`src/htbk_pkg.sv`:
```
// Package: item types, operation and result codes, cell control struct.
`timescale 1ns / 1ps

package htbk_pkg;

    localparam int VALUE_BITS        = 6;
    localparam int RESULT_COUNT_BITS = 32;

    // Operation codes (mode field)
    localparam logic [1:0] MODE_ADD    = 2'd0;
    localparam logic [1:0] MODE_QUERY  = 2'd1;
    localparam logic [1:0] MODE_TOP    = 2'd2;
    localparam logic [1:0] MODE_BOTTOM = 2'd3;

    // Result kind codes
    localparam logic [1:0] KIND_QUERY  = 2'd0;
    localparam logic [1:0] KIND_TOP    = 2'd1;
    localparam logic [1:0] KIND_BOTTOM = 2'd2;
    localparam logic [1:0] KIND_NONE   = 2'd3;

    typedef struct packed {
        logic [1:0]            mode;
        logic [VALUE_BITS-1:0] sample_value;
    } t_in_item;

    typedef struct packed {
        logic [1:0]                   kind;
        logic [VALUE_BITS-1:0]        result_value;
        logic [RESULT_COUNT_BITS-1:0] result_count;
        logic                         last;
    } t_out_item;

    // Control shared by every ranking cell
    typedef struct packed {
        logic clear;       // drop held and passed entries
        logic insert;      // compare incoming entry, keep the better one
        logic shift;       // take the held entry of the next cell
        logic descending;  // larger counts rank first
    } t_cell_ctl;

endpackage

```
`src/htbk_cell.sv`:
```
// One ranking cell: holds one ranked entry and passes the displaced one on.
`timescale 1ns / 1ps

module htbk_cell #(
    parameter int VAL_BITS   = 6,
    parameter int COUNT_BITS = 32
) (
    input  logic                  i_clk,
    input  logic                  i_rst_n,
    input  htbk_pkg::t_cell_ctl   i_ctl,
    input  logic                  i_fwd_valid,
    input  logic [VAL_BITS-1:0]   i_fwd_value,
    input  logic [COUNT_BITS-1:0] i_fwd_count,
    input  logic                  i_nb_valid,
    input  logic [VAL_BITS-1:0]   i_nb_value,
    input  logic [COUNT_BITS-1:0] i_nb_count,
    output logic                  o_held_valid,
    output logic [VAL_BITS-1:0]   o_held_value,
    output logic [COUNT_BITS-1:0] o_held_count,
    output logic                  o_fwd_valid,
    output logic [VAL_BITS-1:0]   o_fwd_value,
    output logic [COUNT_BITS-1:0] o_fwd_count
);

    logic                  r_held_valid, n_held_valid;
    logic [VAL_BITS-1:0]   r_held_value, n_held_value;
    logic [COUNT_BITS-1:0] r_held_count, n_held_count;
    logic                  r_fwd_valid, n_fwd_valid;
    logic [VAL_BITS-1:0]   r_fwd_value, n_fwd_value;
    logic [COUNT_BITS-1:0] r_fwd_count, n_fwd_count;
    logic                  w_cnt_better;
    logic                  w_better;

    // Full key: count by direction, then lower value wins a tie
    assign w_cnt_better = i_ctl.descending ? (i_fwd_count > r_held_count)
                                           : (i_fwd_count < r_held_count);
    assign w_better = i_fwd_valid && (!r_held_valid || w_cnt_better ||
                      ((i_fwd_count == r_held_count) && (i_fwd_value < r_held_value)));

    always_comb begin
        n_held_valid = r_held_valid;
        n_held_value = r_held_value;
        n_held_count = r_held_count;
        n_fwd_valid  = r_fwd_valid;
        n_fwd_value  = r_fwd_value;
        n_fwd_count  = r_fwd_count;
        if (i_ctl.clear) begin
            n_held_valid = 1'b0;
            n_fwd_valid  = 1'b0;
        end else if (i_ctl.shift) begin
            n_held_valid = i_nb_valid;
            n_held_value = i_nb_value;
            n_held_count = i_nb_count;
            n_fwd_valid  = 1'b0;
        end else if (i_ctl.insert) begin
            if (w_better) begin
                n_held_valid = 1'b1;
                n_held_value = i_fwd_value;
                n_held_count = i_fwd_count;
                n_fwd_valid  = r_held_valid;
                n_fwd_value  = r_held_value;
                n_fwd_count  = r_held_count;
            end else begin
                n_fwd_valid = i_fwd_valid;
                n_fwd_value = i_fwd_value;
                n_fwd_count = i_fwd_count;
            end
        end
    end

    always_ff @(posedge i_clk) begin
        if (!i_rst_n) begin
            r_held_valid <= 1'b0;
            r_fwd_valid  <= 1'b0;
        end else begin
            r_held_valid <= n_held_valid;
            r_fwd_valid  <= n_fwd_valid;
        end
    end

    always_ff @(posedge i_clk) begin
        r_held_value <= n_held_value;
        r_held_count <= n_held_count;
        r_fwd_value  <= n_fwd_value;
        r_fwd_count  <= n_fwd_count;
    end

    assign o_held_valid = r_held_valid;
    assign o_held_value = r_held_value;
    assign o_held_count = r_held_count;
    assign o_fwd_valid  = r_fwd_valid;
    assign o_fwd_value  = r_fwd_value;
    assign o_fwd_count  = r_fwd_count;

endmodule

```
`src/htbk_bins.sv`:
```
// Bin count memory with registered read, plus per-bin seen flags.
`timescale 1ns / 1ps

module htbk_bins #(
    parameter int NUM_BINS   = 64,
    parameter int COUNT_BITS = 32,
    parameter int AW         = 6
) (
    input  logic                  i_clk,
    input  logic                  i_rst_n,
    input  logic                  i_rd_en,
    input  logic [AW-1:0]         i_rd_addr,
    output logic [COUNT_BITS-1:0] o_rd_count,
    output logic                  o_rd_seen,
    input  logic                  i_wr_en,
    input  logic [AW-1:0]         i_wr_addr,
    input  logic [COUNT_BITS-1:0] i_wr_count
);

    logic [COUNT_BITS-1:0] r_mem [NUM_BINS];
    logic [NUM_BINS-1:0]   r_seen;
    logic [COUNT_BITS-1:0] r_rd_count;
    logic                  r_rd_seen;

    // Counts stay undefined until written; seen flags mask them.
    always_ff @(posedge i_clk) begin
        if (i_wr_en) begin
            r_mem[i_wr_addr] <= i_wr_count;
        end
        if (i_rd_en) begin
            r_rd_count <= r_mem[i_rd_addr];
        end
    end

    always_ff @(posedge i_clk) begin
        if (!i_rst_n) begin
            r_seen    <= '0;
            r_rd_seen <= 1'b0;
        end else begin
            if (i_wr_en) begin
                r_seen[i_wr_addr] <= 1'b1;
            end
            if (i_rd_en) begin
                r_rd_seen <= r_seen[i_rd_addr];
            end
        end
    end

    assign o_rd_count = r_rd_count;
    assign o_rd_seen  = r_rd_seen;

endmodule

```
`src/histogram_top_bottom_k.sv`:
```
// Top level: bounded histogram with add, query and top/bottom ranking reports.
`timescale 1ns / 1ps

// Channel   Dir  Handshake                Payload
// in        in   i_in_valid / o_in_ready  i_in_item  (mode, sample_value)
// out       out  o_out_valid / i_out_ready o_out_item (kind, result_value,
//                                                      result_count, last)
//
// Adds enter one per cycle while no report runs; each add or query goes through
// a two-stage read-modify-write on the count memory, with forwarding for
// back-to-back adds to the same bin. The second stage writes a query answer
// into the output register; a query waits while another query is in the
// second stage, and while the output register is full and not being taken.
// A report sweeps the memory through the cell chain, then emits one result
// per cycle as the output side takes them.
// Synchronous active-low reset clears the seen flags directly; no sweep.
// A stalled output holds a query item off input, and holds a report's emission.

module histogram_top_bottom_k #(
    parameter int NUM_BINS   = 64,
    parameter int COUNT_BITS = 32,
    parameter int RANK_DEPTH = 6
) (
    input  logic                i_clk,
    input  logic                i_rst_n,
    input  logic                i_in_valid,
    output logic                o_in_ready,
    input  htbk_pkg::t_in_item  i_in_item,
    output logic                o_out_valid,
    input  logic                i_out_ready,
    output htbk_pkg::t_out_item o_out_item
);

    localparam int AW = $clog2(NUM_BINS);
    localparam int RW = $clog2(RANK_DEPTH + 1);

    typedef enum logic [3:0] {
        S_IDLE  = 4'b0001,
        S_SCAN  = 4'b0010,
        S_DRAIN = 4'b0100,
        S_EMIT  = 4'b1000
    } t_state;

    t_state r_state, n_state;

    // Input decode
    logic          w_in_query;
    logic          w_in_report;
    logic          w_in_table;
    logic [AW-1:0] w_in_addr;
    logic          w_accept;
    logic          w_out_free;

    // Second stage of add / query
    logic                                r_p_valid;
    logic                                r_p_add;
    logic                                r_p_table;
    logic                                r_p_fwd;
    logic [AW-1:0]                       r_p_addr;
    logic [htbk_pkg::VALUE_BITS-1:0]     r_p_value;
    logic [COUNT_BITS-1:0]               r_last_wdata;
    logic                                w_p_query;
    logic [COUNT_BITS-1:0]               w_base;
    logic [COUNT_BITS-1:0]               w_inc;
    logic                                w_wr_en;

    // Memory read port
    logic                  w_rd_en;
    logic [AW-1:0]         w_rd_addr;
    logic [COUNT_BITS-1:0] w_rd_count;
    logic                  w_rd_seen;

    // Report sweep
    logic          r_desc;
    logic [AW-1:0] r_scan;
    logic          r_cand_valid;
    logic [AW-1:0] r_cand_addr;
    logic [RW-1:0] r_drain;

    // Cell chain: link[k] feeds cell k, cell k drives link[k+1]
    htbk_pkg::t_cell_ctl   w_ctl;
    logic                  w_link_valid [RANK_DEPTH+1];
    logic [AW-1:0]         w_link_value [RANK_DEPTH+1];
    logic [COUNT_BITS-1:0] w_link_count [RANK_DEPTH+1];
    logic                  w_held_valid [RANK_DEPTH];
    logic [AW-1:0]         w_held_value [RANK_DEPTH];
    logic [COUNT_BITS-1:0] w_held_count [RANK_DEPTH];
    logic                  w_nb_valid   [RANK_DEPTH];
    logic [AW-1:0]         w_nb_value   [RANK_DEPTH];
    logic [COUNT_BITS-1:0] w_nb_count   [RANK_DEPTH];

    // Output register
    logic                r_out_valid;
    htbk_pkg::t_out_item r_out;
    logic                w_emit;
    logic                w_emit_last;

    assign w_in_query  = (i_in_item.mode == htbk_pkg::MODE_QUERY);
    assign w_in_report = (i_in_item.mode == htbk_pkg::MODE_TOP) ||
                         (i_in_item.mode == htbk_pkg::MODE_BOTTOM);
    assign w_in_table  = (32'(i_in_item.sample_value) < 32'(NUM_BINS));
    assign w_in_addr   = AW'(i_in_item.sample_value);
    assign w_out_free  = !r_out_valid || i_out_ready;
    assign w_p_query   = r_p_valid && !r_p_add;

    // A query needs the output register free when its answer lands.
    assign o_in_ready = (r_state == S_IDLE) &&
                        (!w_in_query || (!w_p_query && w_out_free));
    assign w_accept   = i_in_valid && o_in_ready;

    // Count base: forwarded from the add just written, else memory if seen
    assign w_base  = r_p_fwd ? r_last_wdata : (w_rd_seen ? w_rd_count : '0);
    assign w_inc   = (&w_base) ? w_base : w_base + COUNT_BITS'(1);
    assign w_wr_en = r_p_valid && r_p_add && r_p_table;

    assign w_rd_en   = (w_accept && !w_in_report) || (r_state == S_SCAN);
    assign w_rd_addr = (r_state == S_SCAN) ? r_scan : w_in_addr;

    htbk_bins #(
        .NUM_BINS   (NUM_BINS),
        .COUNT_BITS (COUNT_BITS),
        .AW         (AW)
    ) u_bins (
        .i_clk      (i_clk),
        .i_rst_n    (i_rst_n),
        .i_rd_en    (w_rd_en),
        .i_rd_addr  (w_rd_addr),
        .o_rd_count (w_rd_count),
        .o_rd_seen  (w_rd_seen),
        .i_wr_en    (w_wr_en),
        .i_wr_addr  (r_p_addr),
        .i_wr_count (w_inc)
    );

    always_ff @(posedge i_clk) begin
        if (!i_rst_n) begin
            r_p_valid <= 1'b0;
        end else begin
            r_p_valid <= w_accept && !w_in_report;
        end
    end

    always_ff @(posedge i_clk) begin
        if (w_accept) begin
            r_p_add   <= (i_in_item.mode == htbk_pkg::MODE_ADD);
            r_p_table <= w_in_table;
            r_p_addr  <= w_in_addr;
            r_p_value <= i_in_item.sample_value;
            // Read of a bin that the second stage is writing right now
            r_p_fwd   <= w_wr_en && (r_p_addr == w_in_addr);
        end
        if (w_wr_en) begin
            r_last_wdata <= w_inc;
        end
    end

    // Cell chain control
    always_comb begin
        w_ctl            = '0;
        w_ctl.descending = r_desc;
        w_ctl.clear      = w_accept && w_in_report;
        w_ctl.insert     = (r_state == S_SCAN) || (r_state == S_DRAIN);
        w_ctl.shift      = w_emit;
    end

    // Candidate from the sweep: one bin per cycle, bubbles for unseen bins
    assign w_link_valid[0] = r_cand_valid && w_rd_seen;
    assign w_link_value[0] = r_cand_addr;
    assign w_link_count[0] = w_rd_count;

    for (genvar k = 0; k < RANK_DEPTH; k++) begin : g_cell
        if (k == RANK_DEPTH - 1) begin : g_end
            assign w_nb_valid[k] = 1'b0;
            assign w_nb_value[k] = '0;
            assign w_nb_count[k] = '0;
        end else begin : g_mid
            assign w_nb_valid[k] = w_held_valid[k+1];
            assign w_nb_value[k] = w_held_value[k+1];
            assign w_nb_count[k] = w_held_count[k+1];
        end

        htbk_cell #(
            .VAL_BITS   (AW),
            .COUNT_BITS (COUNT_BITS)
        ) u_cell (
            .i_clk        (i_clk),
            .i_rst_n      (i_rst_n),
            .i_ctl        (w_ctl),
            .i_fwd_valid  (w_link_valid[k]),
            .i_fwd_value  (w_link_value[k]),
            .i_fwd_count  (w_link_count[k]),
            .i_nb_valid   (w_nb_valid[k]),
            .i_nb_value   (w_nb_value[k]),
            .i_nb_count   (w_nb_count[k]),
            .o_held_valid (w_held_valid[k]),
            .o_held_value (w_held_value[k]),
            .o_held_count (w_held_count[k]),
            .o_fwd_valid  (w_link_valid[k+1]),
            .o_fwd_value  (w_link_value[k+1]),
            .o_fwd_count  (w_link_count[k+1])
        );
    end

    // Emission reads cell 0 and shifts the chain toward it
    assign w_emit      = (r_state == S_EMIT) && w_out_free;
    assign w_emit_last = !w_held_valid[0] || !w_nb_valid[0];

    always_comb begin
        n_state = r_state;
        case (r_state)
            S_IDLE: begin
                if (w_accept && w_in_report) begin
                    n_state = S_SCAN;
                end
            end
            S_SCAN: begin
                if (r_scan == AW'(NUM_BINS - 1)) begin
                    n_state = S_DRAIN;
                end
            end
            S_DRAIN: begin
                if (r_drain == '0) begin
                    n_state = S_EMIT;
                end
            end
            S_EMIT: begin
                if (w_emit && w_emit_last) begin
                    n_state = S_IDLE;
                end
            end
            default: begin
                n_state = S_IDLE;
            end
        endcase
    end

    always_ff @(posedge i_clk) begin
        if (!i_rst_n) begin
            r_state      <= S_IDLE;
            r_cand_valid <= 1'b0;
        end else begin
            r_state      <= n_state;
            r_cand_valid <= (r_state == S_SCAN);
        end
    end

    always_ff @(posedge i_clk) begin
        if (w_accept && w_in_report) begin
            r_desc <= (i_in_item.mode == htbk_pkg::MODE_TOP);
            r_scan <= '0;
        end else if (r_state == S_SCAN) begin
            r_scan <= r_scan + AW'(1);
        end
        r_cand_addr <= r_scan;
        if (r_state == S_SCAN) begin
            // last candidate still needs its memory read and a pass through the chain
            r_drain <= RW'(RANK_DEPTH - 1);
        end else if (r_state == S_DRAIN) begin
            r_drain <= r_drain - RW'(1);
        end
    end

    // Output register: query answers and report entries
    always_ff @(posedge i_clk) begin
        if (!i_rst_n) begin
            r_out_valid <= 1'b0;
        end else if (w_p_query || w_emit) begin
            r_out_valid <= 1'b1;
        end else if (i_out_ready) begin
            r_out_valid <= 1'b0;
        end
    end

    always_ff @(posedge i_clk) begin
        if (w_p_query) begin
            r_out.kind         <= htbk_pkg::KIND_QUERY;
            r_out.result_value <= r_p_value;
            r_out.result_count <= r_p_table ?
                                  htbk_pkg::RESULT_COUNT_BITS'(w_base) : '0;
            r_out.last         <= 1'b1;
        end else if (w_emit) begin
            if (!w_held_valid[0]) begin
                r_out.kind         <= htbk_pkg::KIND_NONE;
                r_out.result_value <= '0;
                r_out.result_count <= '0;
            end else begin
                r_out.kind         <= r_desc ? htbk_pkg::KIND_TOP : htbk_pkg::KIND_BOTTOM;
                r_out.result_value <= htbk_pkg::VALUE_BITS'(w_held_value[0]);
                r_out.result_count <= htbk_pkg::RESULT_COUNT_BITS'(w_held_count[0]);
            end
            r_out.last <= w_emit_last;
        end
    end

    assign o_out_valid = r_out_valid;
    assign o_out_item  = r_out;

`ifndef SYNTHESIS
    // A query answer never lands on a result still waiting in the output register.
    a_query_slot_free: assert property (@(posedge i_clk) disable iff (!i_rst_n)
        w_p_query |-> !r_out_valid)
        else $error("query answer would overwrite a pending result");

    // An empty report is always a single, final result.
    a_empty_is_last: assert property (@(posedge i_clk) disable iff (!i_rst_n)
        (o_out_valid && (o_out_item.kind == htbk_pkg::KIND_NONE)) |-> o_out_item.last)
        else $error("empty report result without last");

    // An accepted report starts the sweep on the next cycle.
    a_report_starts_scan: assert property (@(posedge i_clk) disable iff (!i_rst_n)
        (i_in_valid && o_in_ready &&
         ((i_in_item.mode == htbk_pkg::MODE_TOP) ||
          (i_in_item.mode == htbk_pkg::MODE_BOTTOM))) |=> (r_state == S_SCAN))
        else $error("report accepted but sweep not started");

    // No item is taken while the previous report is still being swept or sent.
    a_busy_no_accept: assert property (@(posedge i_clk) disable iff (!i_rst_n)
        ((r_state == S_SCAN) || (r_state == S_DRAIN) || (r_state == S_EMIT)) |->
        !o_in_ready)
        else $error("input accepted during a report");
`endif

endmodule
```
`config.mk`:
```
export PLATFORM = sky130hd
export DESIGN_NAME = histogram_top_bottom_k
export DESIGN_NICKNAME = d
export VERILOG_FILES = /design/src/htbk_pkg.sv /design/src/htbk_cell.sv /design/src/htbk_bins.sv /design/src/histogram_top_bottom_k.sv
export SDC_FILE = /design/constraint.sdc
export NUM_CORES = 2
export LEC_CHECK = 0
export BUFFER_PORTS_ARGS = -buffer_cell sky130_fd_sc_hd__buf_2
export CAP_MARGIN = 20
export CORE_MARGIN = 3
export CORE_UTILIZATION = 50
export CTS_BUF_LIST = sky130_fd_sc_hd__clkbuf_16
export DETAILED_ROUTE_END_ITERATION = 6
export PLACE_DENSITY = 0.66
export SYNTH_ARGS = -nofsm -noshare
export SYNTH_HDL_FRONTEND = slang
export SYNTH_SLANG_ARGS = --single-unit
```
`constraint.sdc`:
```
create_clock -name i_clk -period 14.4 [get_ports i_clk]
set_input_delay 2.16 -clock i_clk [delete_from_list [all_inputs] [get_ports i_clk]]
set_output_delay 2.16 -clock i_clk [all_outputs]
set_load 0.02 [all_outputs]
```
==> results.toml <==
[run_status]
status = "finished, violations left"
violations = "design-rule violations"

[floorplanning]
fp.dieH_um = 478
io_pins = 55
rows = 172
initial_core_util_pct = 50.5
dieArea_um2 = 229000
core_um2 = 221000
die_w_um = 478

[routing]
vias_per_cell = 6.33
drc = 1
wl_um = 336000
vias = 73320
drtPass1Iterations = 7
wl_per_cell_um = 29.0
antenna_left = 0
drt_iter0_markers = 11094

[worst_setup_path]
cp_max_fo = 111
critPathBufInv = 4
path_cells = "buf_2 > mux2_8 > buf_4 > buf_4 > buf_12 > mux4_2 > nand3_1 > nand2_1 > nor4_1 > o211ai_1"
critPathArrivalTime_ns = 6.70
critPathTopFamily = "buffers and inverters"
critPathMostFrequentCell = "buf_4"
slowest_stage = "buf_4"
worstSetupEndpointType = "flip-flop"
crit_required_ns = 15.06
path_class = "in -> reg"
cp_slowest_stage_delay_ns = 0.66
startpoint_type = "input pin"

[timing]
setup_viol = 0
fmax_mhz = 166
finalCriticalPeriod_ns = 6.04
fin_skew_ns = 0.113
timing.setup.tns_ns = 0
hold_violations = 0
tightest_slew_ns = 1.34
finalCritPeriodShare_pct = 41.9
rsz0062_at_grt = "false"
max-slew-margin-rel_pct = 10.5
slew_viol_final = 0

[synth]
synth_ff_type = "edfxtp_1"
syn-num-nets = 8553
syn_area_um2 = 111000
synthTopCellsByArea = "edfxtp_1 (69%), nand2_1 (6.6%), nand3_1 (3.5%)"
synth.avg_cell_area_um2 = 13.4
synth_cell_type_count = 75
seq_area_frac_synth_pct = 71.2
syn_inst = 8315
synth_top_cell_by_area = "edfxtp_1"
synth_edf_count = 2577
synth-seq-cells = 2678
async_flop_share_pct = 0
synth.top_cell.area_share_pct = 69.4
ys_warn_count = 0

[hold_path]
hold_class = "reg -> reg"

[cts]
cts_tree = "built"
postCtsResizedCells = 0
cts_buffers = 293
clock_latency_ns = 0.98
cts_num_sinks = 2678
post_cts_buffers = 0
clock-root-buffer = "clkbuf_16"
clkTransAtPathRegs_ns = 0.06
ctsHtreeMaxLevel = 5
ctsHoldBuffers = 0
clock_path_buffers = 4

[grt]
antenna_found_initial = 28
grt_use_total_pct = 28.8
grt_pass1_vias = 69570
grt_max_degree = 138
grt_pass1_wl_um = 483000
grt-ovfl-total = 0

[layout]
utilization_pct = 56.8
nets = 8659
drive_gt1_share_pct = 12.3
area_delta_synth_final_pct = 12.3
stdcell_area_um2 = 125000

[placement]
place_congestion = 0.899
place_area_um2 = 116000
hpwl_um = 194000
port_buffers = 54

[power_and_ir_drop]
ir_drop_v = 0.0000843
p_leak_uw = 0.0440
cellPowerDensity_nw_per_um2 = 142

[run]
drv_cap = 0
metal layers:
layer / global-route usage (%) / vias to the layer above / share of wire, %
met1: 40.6 / 36562 / 38
met5: 0 / - / 0.0039
met2: 43.3 / 4883 / 44
li1: - / 31099 / -
met4: 10.6 / 2 / 4.1
met3: 7.66 / 774 / 13
path summary, 6_finish.rpt:
kind                     start               endpoint  slack, ns  cells after the start
setup reg to reg    r_state[3]  u_bins.o_rd_count[29]       8.60                     11
setup / recovery  i_in_item[0]  u_bins.o_rd_count[29]       8.36                     10
hold reg to reg      r_scan[5]         r_cand_addr[5]       0.45                      0
hold / removal       r_scan[5]         r_cand_addr[5]       0.45                      0
worst reg2reg max path: cells and delay by family (launching register included):
family	cells	cell delay, ns
buffers and inverters	4	2.12
muxes	2	1.54
AOI/OAI and AO/OA	1	0.18
and+or+nand+nor	4	1.35
DFF	1	0.36
placed cells by master, fill, tap and decap left out, types with 168 or more instances in the layout:
cell / n
edfxtp_1: 2577
nand2_1: 1954
nand3_1: 771
inv_1: 309
clkbuf_16: 300
o21ai_0: 259
ha_1: 226
buf_4: 207
mux2_2: 195
a21oi_1: 168
metrics by stage:
step	setup WS [ns]	power (uW)	hold slack, ns	instances
final	8.36	17700	0.445	11592
after detailed placement	7.35	10900	0.436	11078
after global routing	8.15	18200	0.455	11582
after CTS	8.35	17800	0.430	11574
after floorplan	3.90	10100	0.378	8315
after global placement	7.43	10800	0.421	11075
cells in the mapped netlist, types with 19 or more instances:
cell type	number
edfxtp_1	2577
nand2_1	1955
nand3_1	771
o21ai_0	261
clkbuf_1	252
inv_1	233
ha_1	226
mux2_2	197
nor2_1	191
a21oi_1	168
a31oi_1	157
buf_2	127
mux2i_1	103
dfxtp_1	101
a32oi_1	83
mux4_2	80
o21a_1	75
nand4_1	72
buf_1	70
and3_1	64
and2_1	59
o2111ai_1	46
a311oi_1	34
a21o_1	32
nor3_1	32
nor2b_1	23
a22o_1	21
o211ai_1	19
xnor2_1	19
sequential cells by signal, indices dropped and copies added (netlist names), 3 cells and up:
signal	count
g_cell.u_cell.o_fwd_value	30
u_bins.r_seen	64
g_cell.u_cell.o_held_valid	6
u_bins.r_mem	2048
o_out_item	41
u_bins.o_rd_count	32
r_p_value	6
g_cell.u_cell.o_held_count	192
r_last_wdata	32
r_state	4
r_cand_addr	6
r_scan	6
g_cell.u_cell.o_held_value	36
g_cell.u_cell.o_fwd_count	160
r_drain	3
g_cell.u_cell.o_fwd_valid	5
power breakdown:
group	switching, uW	internal, uW
Combinational	1310	415
Clock	2970	3980
Sequential	131	8920
area by class of cell:
type / count / area (um2)
Antenna cell: 12 / 30.0
Clock buffer: 300 / 7510
Clock inverter: 196 / 1210
Fill cell: 17236 / 95400
Inverter: 234 / 886
Multi-Input combinational cell: 4943 / 30400
Sequential cell: 2678 / 79400
Tap cell: 2958 / 3700
Timing Repair Buffer: 271 / 2050
cells by family (layout without fill, tap and decap cells):
kind of cell	after synthesis	in the layout	synth area share [%]
buffers and inverters	694	1001	2.54
DFF	2678	2678	71.2
adders and majority gates	226	226	2.54
AOI/OAI and AO/OA	1015	1015	6.00
muxes	383	383	4.57
other	0	12	0
xor gates and xnor gates	37	37	0.291
and+or+nand+nor	3282	3282	12.8
Note: power is estimated with default switching activity, not from simulation.
